## config.mk

```make
export PLATFORM = sky130hd
export DESIGN_NAME = pixelate_2x2_block_average_top_flat
export DESIGN_NICKNAME = d
export VERILOG_FILES = /design/src/pix2x2_pkg.sv /design/src/pix2x2_if.sv /design/src/pixelate_2x2_block_average_top.sv /design/src/pix2x2_ram.sv /design/src/pix2x2_front.sv /design/src/pix2x2_queue.sv /design/src/pix2x2_back.sv /design/src/flat_wrapper.sv
export VERILOG_INCLUDE_DIRS = /design/src /design/src/src
export SDC_FILE = /design/constraint.sdc
export NUM_CORES = 2
export LEC_CHECK = 0
export BUFFER_PORTS_ARGS = -buffer_cell sky130_fd_sc_hd__buf_2
export CAP_MARGIN = 20
export CORE_MARGIN = 1
export CORE_UTILIZATION = 31
export CTS_BUF_LIST = sky130_fd_sc_hd__clkbuf_8 sky130_fd_sc_hd__clkbuf_16
export CTS_CLUSTER_DIAMETER = 200
export DETAILED_ROUTE_END_ITERATION = 6
export PLACE_DENSITY = 0.48
export SLEW_MARGIN = 20
export SYNTH_ARGS = -nofsm -noshare
export SYNTH_HDL_FRONTEND = slang
export SYNTH_MEMORY_MAX_BITS = 65536
export SYNTH_SLANG_ARGS = --single-unit
export TNS_END_PERCENT = 50
```

## constraint.sdc

```tcl
create_clock -name clk -period 31.6 [get_ports clk]
set_input_delay 6.32 -clock clk [delete_from_list [all_inputs] [get_ports clk]]
set_output_delay 6.32 -clock clk [all_outputs]
set_load 0.05 [all_outputs]
```

## src/pixelate_2x2_block_average_top_macros.svh

```systemverilog
`ifndef PIXELATE_2X2_BLOCK_AVERAGE_TOP_MACROS_SVH
`define PIXELATE_2X2_BLOCK_AVERAGE_TOP_MACROS_SVH

// Checks that the consequent holds in the same cycle as the antecedent.
`define P2_CHECK(label, ante, cons, msg) \
  label: assert property (@(posedge clk) disable iff (rst) (ante) |-> (cons)) \
    else $error(msg);

// Checks that a condition never occurs.
`define P2_NEVER(label, cond, msg) \
  `P2_CHECK(label, 1'b1, !(cond), msg)

`endif

```

## src/pix2x2_pkg.sv

```systemverilog
package pix2x2_pkg;

  // Configuration register file.
  localparam int CFG_W = 11;
  typedef logic [0:0] reg_index_t;
  localparam reg_index_t REG_IMAGE_WIDTH  = 1'd0;
  localparam reg_index_t REG_IMAGE_HEIGHT = 1'd1;
  localparam logic [CFG_W-1:0] WIDTH_RESET  = 11'd640;
  localparam logic [CFG_W-1:0] HEIGHT_RESET = 11'd480;

  // Payload widths.
  localparam int PIX_W = 8;
  localparam int PAIR_W = PIX_W + 1;
  localparam int SUM_W = PIX_W + 2;
  localparam int OUT_W = 10;

  // Block queue between the front and back ends.
  localparam int QUEUE_DEPTH = 4;

  // Position of the bottom-right result within a block.
  localparam logic [1:0] SUB_LAST = 2'd3;

  typedef struct packed {
    logic [OUT_W-1:0] row;
    logic [OUT_W-1:0] column;
    logic [PIX_W-1:0] average;
  } block_t;

  typedef struct packed {
    logic full;
    logic empty;
  } queue_stat_t;

endpackage

```

## src/pix2x2_if.sv

```systemverilog
interface pixel_if;
  logic                        valid;
  logic                        ready;
  logic [pix2x2_pkg::PIX_W-1:0] pixel_value;

  modport source (output valid, output pixel_value, input ready);
  modport sink (input valid, input pixel_value, output ready);
endinterface

interface result_if;
  logic                        valid;
  logic                        ready;
  logic [pix2x2_pkg::OUT_W-1:0] out_row;
  logic [pix2x2_pkg::OUT_W-1:0] out_column;
  logic [pix2x2_pkg::PIX_W-1:0] block_average;
  logic                        block_last;

  modport source (output valid, output out_row, output out_column,
                  output block_average, output block_last, input ready);
  modport sink (input valid, input out_row, input out_column,
                input block_average, input block_last, output ready);
endinterface

```

## src/pixelate_2x2_block_average_top.sv

```systemverilog
// 2x2 box-average pixelation of a raster-order 8-bit greyscale stream. Write
// the image width (register 0) and height (register 1) while the block is
// idle; values outside 2..MAX_WIDTH or 2..MAX_HEIGHT are saturated. Each
// aligned 2x2 block is replaced by its mean rounded half up, and when the
// bottom-right pixel of a block arrives four result transactions follow, in
// the order top-left, top-right, bottom-left, bottom-right, with the fourth
// flagged by block_last. An odd trailing row or column is consumed without
// results. The input takes one pixel per cycle while the block queue is not
// full; the line store is read when the left pixel of a pair arrives, so no
// pixel waits on the memory. The output register issues one result per cycle
// while the output is ready, so in odd rows the stream of four results per two
// pixels sets the pace, the four-entry block queue absorbing short bursts,
// while even rows take one pixel per cycle unless the queue is full.
// There is no clearing pass after reset: the line store is always written in
// an even row before it is read in the odd row below.

`include "pixelate_2x2_block_average_top_macros.svh"

module pixelate_2x2_block_average_top #(
  parameter int MAX_WIDTH  = 1024,
  parameter int MAX_HEIGHT = 1024
) (
  input  logic                          clk,
  input  logic                          rst,
  input  logic                          cfg_we,
  input  pix2x2_pkg::reg_index_t        cfg_index,
  input  logic [pix2x2_pkg::CFG_W-1:0]  cfg_data,
  pixel_if.sink                         pix_in,
  result_if.source                      res_out
);

  import pix2x2_pkg::*;

  // Blocks found by the front end, waiting to be expanded into results.
  logic        push;
  logic        pop;
  block_t      push_block;
  block_t      head;
  queue_stat_t queue_stat;

  // The front end counts columns and rows, keeps the line of top-row pair
  // sums and forms the rounded average when a block completes.
  pix2x2_front #(
    .MAX_WIDTH  (MAX_WIDTH),
    .MAX_HEIGHT (MAX_HEIGHT)
  ) u_front (
    .clk        (clk),
    .rst        (rst),
    .cfg_we     (cfg_we),
    .cfg_index  (cfg_index),
    .cfg_data   (cfg_data),
    .pix_in     (pix_in),
    .queue_stat (queue_stat),
    .push       (push),
    .push_block (push_block)
  );

  // The queue lets the input keep flowing while the output stalls.
  pix2x2_queue u_queue (
    .clk        (clk),
    .rst        (rst),
    .push       (push),
    .push_block (push_block),
    .pop        (pop),
    .head       (head),
    .stat       (queue_stat)
  );

  // The back end turns each block into its four result transactions.
  pix2x2_back u_back (
    .clk        (clk),
    .rst        (rst),
    .head       (head),
    .queue_stat (queue_stat),
    .pop        (pop),
    .res_out    (res_out)
  );

  // Shorthands for the checks below: a result that is not the last of its
  // block, the last result of a block, and an odd row and column position.
  logic out_mid;
  logic out_last;
  logic last_odd;

  assign out_mid  = res_out.valid && !res_out.block_last;
  assign out_last = res_out.valid && res_out.block_last;
  assign last_odd = res_out.out_row[0] && res_out.out_column[0];

  // A block must never be offered to a full queue.
  `P2_NEVER(a_no_push_when_full, push && queue_stat.full, "block pushed into a full queue")

  // Until its fourth result is loaded, a block stays at the head of the queue.
  `P2_CHECK(a_block_held, out_mid, !queue_stat.empty, "block left queue early")

  // The fourth result of a block sits on odd row and column.
  `P2_CHECK(a_last_position, out_last, last_odd, "last result misplaced")

endmodule

```

## src/pix2x2_ram.sv

```systemverilog
module pix2x2_ram #(
  parameter int WIDTH = 9,
  parameter int DEPTH = 512
) (
  input  logic                                     clk,
  input  logic                                     we,
  input  logic [((DEPTH > 1) ? $clog2(DEPTH) : 1)-1:0] waddr,
  input  logic [WIDTH-1:0]                         wdata,
  input  logic                                     re,
  input  logic [((DEPTH > 1) ? $clog2(DEPTH) : 1)-1:0] raddr,
  output logic [WIDTH-1:0]                         rdata
);

  logic [WIDTH-1:0] mem [DEPTH];

  always_ff @(posedge clk) begin
    if (we) begin
      mem[waddr] <= wdata;
    end
    if (re) begin
      rdata <= mem[raddr];
    end
  end

endmodule

```

## src/pix2x2_front.sv

```systemverilog
module pix2x2_front #(
  parameter int MAX_WIDTH  = 1024,
  parameter int MAX_HEIGHT = 1024
) (
  input  logic                          clk,
  input  logic                          rst,
  input  logic                          cfg_we,
  input  pix2x2_pkg::reg_index_t        cfg_index,
  input  logic [pix2x2_pkg::CFG_W-1:0]  cfg_data,
  pixel_if.sink                         pix_in,
  input  pix2x2_pkg::queue_stat_t       queue_stat,
  output logic                          push,
  output pix2x2_pkg::block_t            push_block
);

  import pix2x2_pkg::*;

  localparam int CW = $clog2(MAX_WIDTH);
  localparam int RW = $clog2(MAX_HEIGHT);
  localparam int SW = $clog2(MAX_WIDTH + 1);
  localparam int SH = $clog2(MAX_HEIGHT + 1);
  localparam int LINE_DEPTH = MAX_WIDTH / 2;
  localparam int AW = (LINE_DEPTH > 1) ? $clog2(LINE_DEPTH) : 1;

  logic [CFG_W-1:0] image_width;
  logic [CFG_W-1:0] image_height;
  logic [CW-1:0]    column_count;
  logic [RW-1:0]    row_count;
  logic [PIX_W-1:0] left_pixel;

  logic [SW-1:0]    w;
  logic [SH-1:0]    h;
  logic [SW-1:0]    wlim;
  logic [SH-1:0]    hlim;
  logic             accept;
  logic             col_odd;
  logic             row_odd;
  logic             in_cols;
  logic             in_rows;
  logic [PAIR_W-1:0] pair;
  logic [PAIR_W-1:0] top_pair;
  logic [SUM_W-1:0]  sum_rnd;
  logic [CW:0]      col_inc;
  logic [RW:0]      row_inc;
  logic [OUT_W-1:0] row_out;
  logic [OUT_W-1:0] col_out;
  logic             line_we;
  logic             line_re;
  logic [AW-1:0]    line_addr;

  always_ff @(posedge clk) begin
    if (rst) begin
      image_width  <= WIDTH_RESET;
      image_height <= HEIGHT_RESET;
    end else if (cfg_we) begin
      unique case (cfg_index)
        REG_IMAGE_WIDTH:  image_width  <= cfg_data;
        REG_IMAGE_HEIGHT: image_height <= cfg_data;
        default: ;
      endcase
    end
  end

  // Sizes in use are saturated to the supported range.
  always_comb begin
    if (image_width < CFG_W'(2)) begin
      w = SW'(2);
    end else if (32'(image_width) > 32'(MAX_WIDTH)) begin
      w = SW'(MAX_WIDTH);
    end else begin
      w = SW'(image_width);
    end
    if (image_height < CFG_W'(2)) begin
      h = SH'(2);
    end else if (32'(image_height) > 32'(MAX_HEIGHT)) begin
      h = SH'(MAX_HEIGHT);
    end else begin
      h = SH'(image_height);
    end
  end

  assign wlim = {w[SW-1:1], 1'b0};
  assign hlim = {h[SH-1:1], 1'b0};

  assign pix_in.ready = !queue_stat.full;
  assign accept  = pix_in.valid && pix_in.ready;
  assign col_odd = column_count[0];
  assign row_odd = row_count[0];
  assign in_cols = 32'(column_count) < 32'(wlim);
  assign in_rows = 32'(row_count) < 32'(hlim);

  assign pair = PAIR_W'(left_pixel) + PAIR_W'(pix_in.pixel_value);

  // The line entry for a pair is fetched when its left pixel arrives, so the
  // registered read data is ready for the right pixel.
  assign line_addr = AW'(column_count >> 1);
  assign line_re   = accept && !col_odd;
  assign line_we   = accept && col_odd && in_cols && !row_odd;

  pix2x2_ram #(
    .WIDTH (PAIR_W),
    .DEPTH (LINE_DEPTH)
  ) u_line (
    .clk   (clk),
    .we    (line_we),
    .waddr (line_addr),
    .wdata (pair),
    .re    (line_re),
    .raddr (line_addr),
    .rdata (top_pair)
  );

  assign sum_rnd = SUM_W'(top_pair) + SUM_W'(pair) + SUM_W'(2);
  assign row_out = OUT_W'(row_count);
  assign col_out = OUT_W'(column_count);

  assign push = accept && col_odd && in_cols && row_odd && in_rows;
  assign push_block.row     = {row_out[OUT_W-1:1], 1'b0};
  assign push_block.column  = {col_out[OUT_W-1:1], 1'b0};
  assign push_block.average = sum_rnd[SUM_W-1:2];

  assign col_inc = {1'b0, column_count} + (CW+1)'(1);
  assign row_inc = {1'b0, row_count} + (RW+1)'(1);

  always_ff @(posedge clk) begin
    if (rst) begin
      column_count <= '0;
      row_count    <= '0;
    end else if (accept) begin
      if (32'(col_inc) >= 32'(w)) begin
        column_count <= '0;
        if (32'(row_inc) >= 32'(h)) begin
          row_count <= '0;
        end else begin
          row_count <= row_inc[RW-1:0];
        end
      end else begin
        column_count <= col_inc[CW-1:0];
      end
    end
  end

  always_ff @(posedge clk) begin
    if (line_re) begin
      left_pixel <= pix_in.pixel_value;
    end
  end

endmodule

```

## src/pix2x2_queue.sv

```systemverilog
module pix2x2_queue (
  input  logic                        clk,
  input  logic                        rst,
  input  logic                        push,
  input  pix2x2_pkg::block_t          push_block,
  input  logic                        pop,
  output pix2x2_pkg::block_t          head,
  output pix2x2_pkg::queue_stat_t     stat
);

  import pix2x2_pkg::*;

  localparam int PW = $clog2(QUEUE_DEPTH);
  localparam int NW = $clog2(QUEUE_DEPTH + 1);

  block_t        entries [QUEUE_DEPTH];
  logic [PW-1:0] wr_ptr;
  logic [PW-1:0] rd_ptr;
  logic [NW-1:0] count;

  assign stat.full  = count == NW'(QUEUE_DEPTH);
  assign stat.empty = count == '0;
  assign head = entries[rd_ptr];

  always_ff @(posedge clk) begin
    if (rst) begin
      wr_ptr <= '0;
      rd_ptr <= '0;
      count  <= '0;
    end else begin
      if (push) begin
        wr_ptr <= (32'(wr_ptr) == QUEUE_DEPTH - 1) ? '0 : wr_ptr + PW'(1);
      end
      if (pop) begin
        rd_ptr <= (32'(rd_ptr) == QUEUE_DEPTH - 1) ? '0 : rd_ptr + PW'(1);
      end
      if (push && !pop) begin
        count <= count + NW'(1);
      end else if (pop && !push) begin
        count <= count - NW'(1);
      end
    end
  end

  always_ff @(posedge clk) begin
    if (push) begin
      entries[wr_ptr] <= push_block;
    end
  end

endmodule

```

## src/pix2x2_back.sv

```systemverilog
module pix2x2_back (
  input  logic                     clk,
  input  logic                     rst,
  input  pix2x2_pkg::block_t       head,
  input  pix2x2_pkg::queue_stat_t  queue_stat,
  output logic                     pop,
  result_if.source                 res_out
);

  import pix2x2_pkg::*;

  logic [1:0] sub;
  logic       load;

  // A block leaves the queue when its fourth result enters the output register.
  assign load = !queue_stat.empty && (!res_out.valid || res_out.ready);
  assign pop  = load && (sub == SUB_LAST);

  always_ff @(posedge clk) begin
    if (rst) begin
      sub           <= '0;
      res_out.valid <= 1'b0;
    end else if (load) begin
      sub           <= sub + 2'd1;
      res_out.valid <= 1'b1;
    end else if (res_out.ready) begin
      res_out.valid <= 1'b0;
    end
  end

  always_ff @(posedge clk) begin
    if (load) begin
      res_out.out_row       <= head.row | OUT_W'(sub[1]);
      res_out.out_column    <= head.column | OUT_W'(sub[0]);
      res_out.block_average <= head.average;
      res_out.block_last    <= sub == SUB_LAST;
    end
  end

endmodule
```

## src/flat_wrapper.sv

```systemverilog
// flat-port wrapper written by rule: the top's interface ports become plain ports
module pixelate_2x2_block_average_top_flat import pix2x2_pkg::*;
#(
  parameter int MAX_WIDTH  = 1024,
  parameter int MAX_HEIGHT = 1024
)
  (clk, rst, cfg_we, cfg_index, cfg_data, pix_in_valid, pix_in_pixel_value, pix_in_ready, res_out_valid, res_out_out_row, res_out_out_column, res_out_block_average, res_out_block_last, res_out_ready);
  pixel_if pix_in_i ();
  result_if res_out_i ();
  input  logic clk;
  input  logic rst;
  input  logic cfg_we;
  input  pix2x2_pkg::reg_index_t cfg_index;
  input  logic [pix2x2_pkg::CFG_W-1:0] cfg_data;
  input wire logic [$bits(pix_in_i.valid)-1:0] pix_in_valid;
  input wire logic [$bits(pix_in_i.pixel_value)-1:0] pix_in_pixel_value;
  output wire logic [$bits(pix_in_i.ready)-1:0] pix_in_ready;
  output wire logic [$bits(res_out_i.valid)-1:0] res_out_valid;
  output wire logic [$bits(res_out_i.out_row)-1:0] res_out_out_row;
  output wire logic [$bits(res_out_i.out_column)-1:0] res_out_out_column;
  output wire logic [$bits(res_out_i.block_average)-1:0] res_out_block_average;
  output wire logic [$bits(res_out_i.block_last)-1:0] res_out_block_last;
  input wire logic [$bits(res_out_i.ready)-1:0] res_out_ready;
  assign pix_in_i.valid = pix_in_valid;
  assign pix_in_i.pixel_value = pix_in_pixel_value;
  assign pix_in_ready = pix_in_i.ready;
  assign res_out_valid = res_out_i.valid;
  assign res_out_out_row = res_out_i.out_row;
  assign res_out_out_column = res_out_i.out_column;
  assign res_out_block_average = res_out_i.block_average;
  assign res_out_block_last = res_out_i.block_last;
  assign res_out_i.ready = res_out_ready;
  pixelate_2x2_block_average_top #(.MAX_WIDTH(MAX_WIDTH), .MAX_HEIGHT(MAX_HEIGHT)) u_core (.clk(clk), .rst(rst), .cfg_we(cfg_we), .cfg_index(cfg_index), .cfg_data(cfg_data), .pix_in(pix_in_i), .res_out(res_out_i));
endmodule
```

==> results.sh <==
export IMPL_tightest_slew_ns=1.282
export IMPL_p_leak_nw=64.56
export IMPL_finalNetCount=8923
export IMPL_synth_edf_count=4758
export IMPL_clock_path_buffers=4
export IMPL_slew_violations=0
export IMPL_end_kind="register"
export IMPL_postCtsHoldBufs=0
export IMPL_rr_worst_depth=11
export IMPL_die_w_um=781.4
export IMPL_start_util_pct=31.19
export IMPL_drc=0
export IMPL_postSynth_asyncResetShare_pct=0
export IMPL_max_slew_margin_pct=14.54
export IMPL_grt_pass1_vias=94480
export IMPL_worstPathMaxFanout=90
export IMPL_ff2ff_setup_slack_ns=23.13
export IMPL_antenna_found_initial=29
export IMPL_critPathBufInv=6
export IMPL_peakVddDrop_v=0.00006181
export IMPL_syn_to_final_growth_pct=17.90
export IMPL_worst_hold_path_num_cells=2
export IMPL_clock_sinks=4812
export IMPL_die_y_um=781.4
export IMPL_synth_seq_area_share_pct=76.46
export IMPL_min_period_over_period_pct=35.60
export IMPL_place_area_um2=203400
export IMPL_grt_pass1_wl_mm=775.4
export IMPL_hp_start="u_core.u_queue.rd_ptr[1]"
export IMPL_synth_nets=8496
export IMPL_crit_slowest_cell="buf_4"
export IMPL_avgSynthCellArea_um2=22.42
export IMPL_cts_root_buf="clkbuf_16"
export IMPL_dieArea_um2=610500
export IMPL_critPathTopFamily="buffers and inverters"
export IMPL_fin_area_um2=222000
export IMPL_start_kind="input pin"
export IMPL_top_level_ports=56
export IMPL_cts_max_level=6
export IMPL_insertion_delay_ns=1.09
export IMPL_final_common_cell="edfxtp_1"
export IMPL_finalSetupViolations=0
export IMPL_netlist_area_um2=188300
export IMPL_status="completed"
export IMPL_via_count=92340
export IMPL_drt_pass1_iter_count=5
export IMPL_fin_skew_ns=0.07749
export IMPL_yosysUniqueCellTypes=65
export IMPL_final_seq_area_um2=144000
export IMPL_gp_congestion=0.8005
export IMPL_min_path_type="register to register"
export IMPL_hold_viol=0
export IMPL_maxCapViolCount=0
export IMPL_route_detailed_vias_per_inst=5.348
export IMPL_arrival_ns=11.95
export IMPL_cts_resized=0
export IMPL_yosys_warnings=0
export IMPL_required_ns=32.30
export IMPL_yosys_area_top_type="edfxtp_1"
export IMPL_grt_overflow_total=0
export IMPL_core_um2=603700
export IMPL_finalSetupTns_ns=0
export IMPL_ys_ff_latch=4812
export IMPL_crit_path_frequent_cell="buf_4"
export IMPL_num_rows=285
export IMPL_synth_top_cell_area_share_pct=75.88
export IMPL_multiInputGateArea_um2=47020
export IMPL_drive_above_1_share_pct=33.73
export IMPL_reg2reg_to="u_core.u_front.u_line.rdata[0]"
export IMPL_io_buffers=55
export IMPL_path_clk_slew_ns=0.06
export IMPL_rsz0062_at_grt="no"
export IMPL_path_class="input pin to register"
export IMPL_grt_max_degree=205
export IMPL_syn_inst=8398
export IMPL_r2r_start="u_core.u_front.col_out[1]"
export IMPL_post_route_min_period_ns=11.25
export IMPL_layout_common_cells="edfxtp_1, mux4_2, clkbuf_16"
export IMPL_ys_flop_type="edfxtp_1"
export IMPL_drtIter0Drc=9993
export IMPL_max_freq_ghz=0.08890
export IMPL_postRouteAntennaNets=0
export IMPL_dpl_hpwl_mm=339.9
export IMPL_pwr_density_cell_nw_per_um2=64.14
export IMPL_cts_made_buffers=530
export IMPL_path_cells="buf_2, ha_1, a21o_1, a21oi_1, o21bai_1, a21oi_1, xnor2_2, buf_4, buf_4, buf_4, buf_4, buf_4"
export IMPL_cts_tree="built"
export IMPL_ys_top_cells_by_area="edfxtp_1, mux4_2, nor4_1"
export IMPL_n_fill_cell=54330
export IMPL_wire_per_inst_um=32.19
export IMPL_track_usage_pct=17.80
export IMPL_final_util_pct=36.77
export IMPL_cts_setup_buffers=0
export IMPL_cpPeakStageDelay_ns=0.90
export IMPL_routed_wl_mm=555.8
-- synthesized netlist by cell type, types with 19 or more instances --
cell type  count
nand3_1       81
o21ai_0       31
a22o_1        19
buf_1         55
nor3_1       154
buf_4         56
o22ai_1       22
buf_2        100
mux4_2      1399
dfxtp_1       54
buf_6         20
a21oi_1       89
inv_1         25
nor2_1        71
mux2i_1      117
edfxtp_1    4758
nand2_1      216
ha_1          70
a22oi_1       82
nor4_1       399
clkbuf_1     354
-- kinds of logic (layout without fill, tap and decap cells) --
group / after synthesis / after routing / synth area share (%)
other cells: 0 / 7 / 0
buf+inv: 612 / 1436 / 1.478
flops: 4812 / 4812 / 76.46
simple gates: 1022 / 1022 / 2.875
fa+ha+maj: 73 / 73 / 0.4971
mux: 1518 / 1518 / 17.37
compound gates: 329 / 329 / 1.178
xor+xnor: 32 / 32 / 0.1489
-- area by class of cell --
type | count | share of cell area [%]
clock buffers | 542 | 6.105
repair buffers | 480 | 1.805
multi-input cells | 2974 | 21.18
well taps | 8036 | 4.529
clock inverters | 387 | 1.464
inverters | 27 | 0.04678
diodes | 7 | 0.007891
flip-flops and latches | 4812 | 64.86
-- flip-flops by register name, indices dropped and copies added, names as in the netlist, 2 cells and up, named ones only --
register and count:
u_core.u_back.res_out.out_row 10, u_core.u_front.col_out 10, u_core.u_queue.wr_ptr 2, u_core.u_front.u_line.rdata 9, u_core.u_back.res_out.out_column 10, u_core.u_queue.count 3, u_core.u_front.left_pixel 8, u_core.u_queue.rd_ptr 2
u_core.u_front.row_count 10, u_core.u_front.image_height 11, u_core.u_queue.entries 104, u_core.u_front.image_width 11, u_core.u_back.res_out.block_average 8, u_core.u_front.u_line.mem 4608, u_core.u_back.sub 2
-- report_power, final --
group          total (mW)  internal (mW)  leakage, nW  switching (mW)
Combinational       0.876          0.206         12.8           0.670
Clock                6.02           3.46         8.62            2.57
Sequential           7.34           7.33         43.1         0.00763
Total                14.2           11.0         64.6            3.24
-- worst min-delay path: cells and delay by family (launching register included) --
kind / cells / cell delay (ns)
flip-flops: 1 / 0.31
AO/OA/AOI/OAI: 1 / 0.08
AND/OR/NAND/NOR: 1 / 0.05
-- routing by layer --
| layer | track usage (%) | part of all wire [%] | vias to the layer above |
|---|---|---|---|
| met5 | 0 | 0.0023 | - |
| met4 | 4.560 | 2.8 | 2 |
| met3 | 2.957 | 6.8 | 700 |
| met2 | 28.66 | 48 | 3494 |
| met1 | 25.21 | 43 | 50970 |
| li1 | - | - | 37180 |
-- through the flow --
| step | cells | hold WS, ns | setup WS [ns] | power (mW) |
|---|---|---|---|---|
| CTS | 17250 | 0.4613 | 20.26 | 14.37 |
| floorplan | 8398 | 0.4335 | 6.771 | 8.251 |
| finish | 17270 | 0.4670 | 20.35 | 14.24 |
| detailed placement | 16320 | 0.4614 | 19.12 | 8.358 |
| global placement | 16320 | 0.4495 | 19.20 | 8.322 |
| global route | 17260 | 0.4891 | 19.96 | 14.64 |
-- worst max-delay path by stage --
stage,cells after the start,startpoint,slack [ns],to
2_1_floorplan,14,pix_in_pixel_value[0],6.77,u_core.u_queue.entries[0][7]
3_3_place_gp,12,pix_in_pixel_value[1],19.20,u_core.u_front.u_line.mem[358][5]
3_5_place_dp,12,pix_in_pixel_value[1],19.12,u_core.u_front.u_line.mem[356][5]
4_1_cts,12,pix_in_pixel_value[1],20.26,u_core.u_front.u_line.mem[365][5]
5_1_grt,12,pix_in_pixel_value[1],19.96,u_core.u_front.u_line.mem[365][5]
6_report,12,pix_in_pixel_value[1],20.35,u_core.u_front.u_line.mem[365][5]
Note: power is estimated with default switching activity, not from simulation.
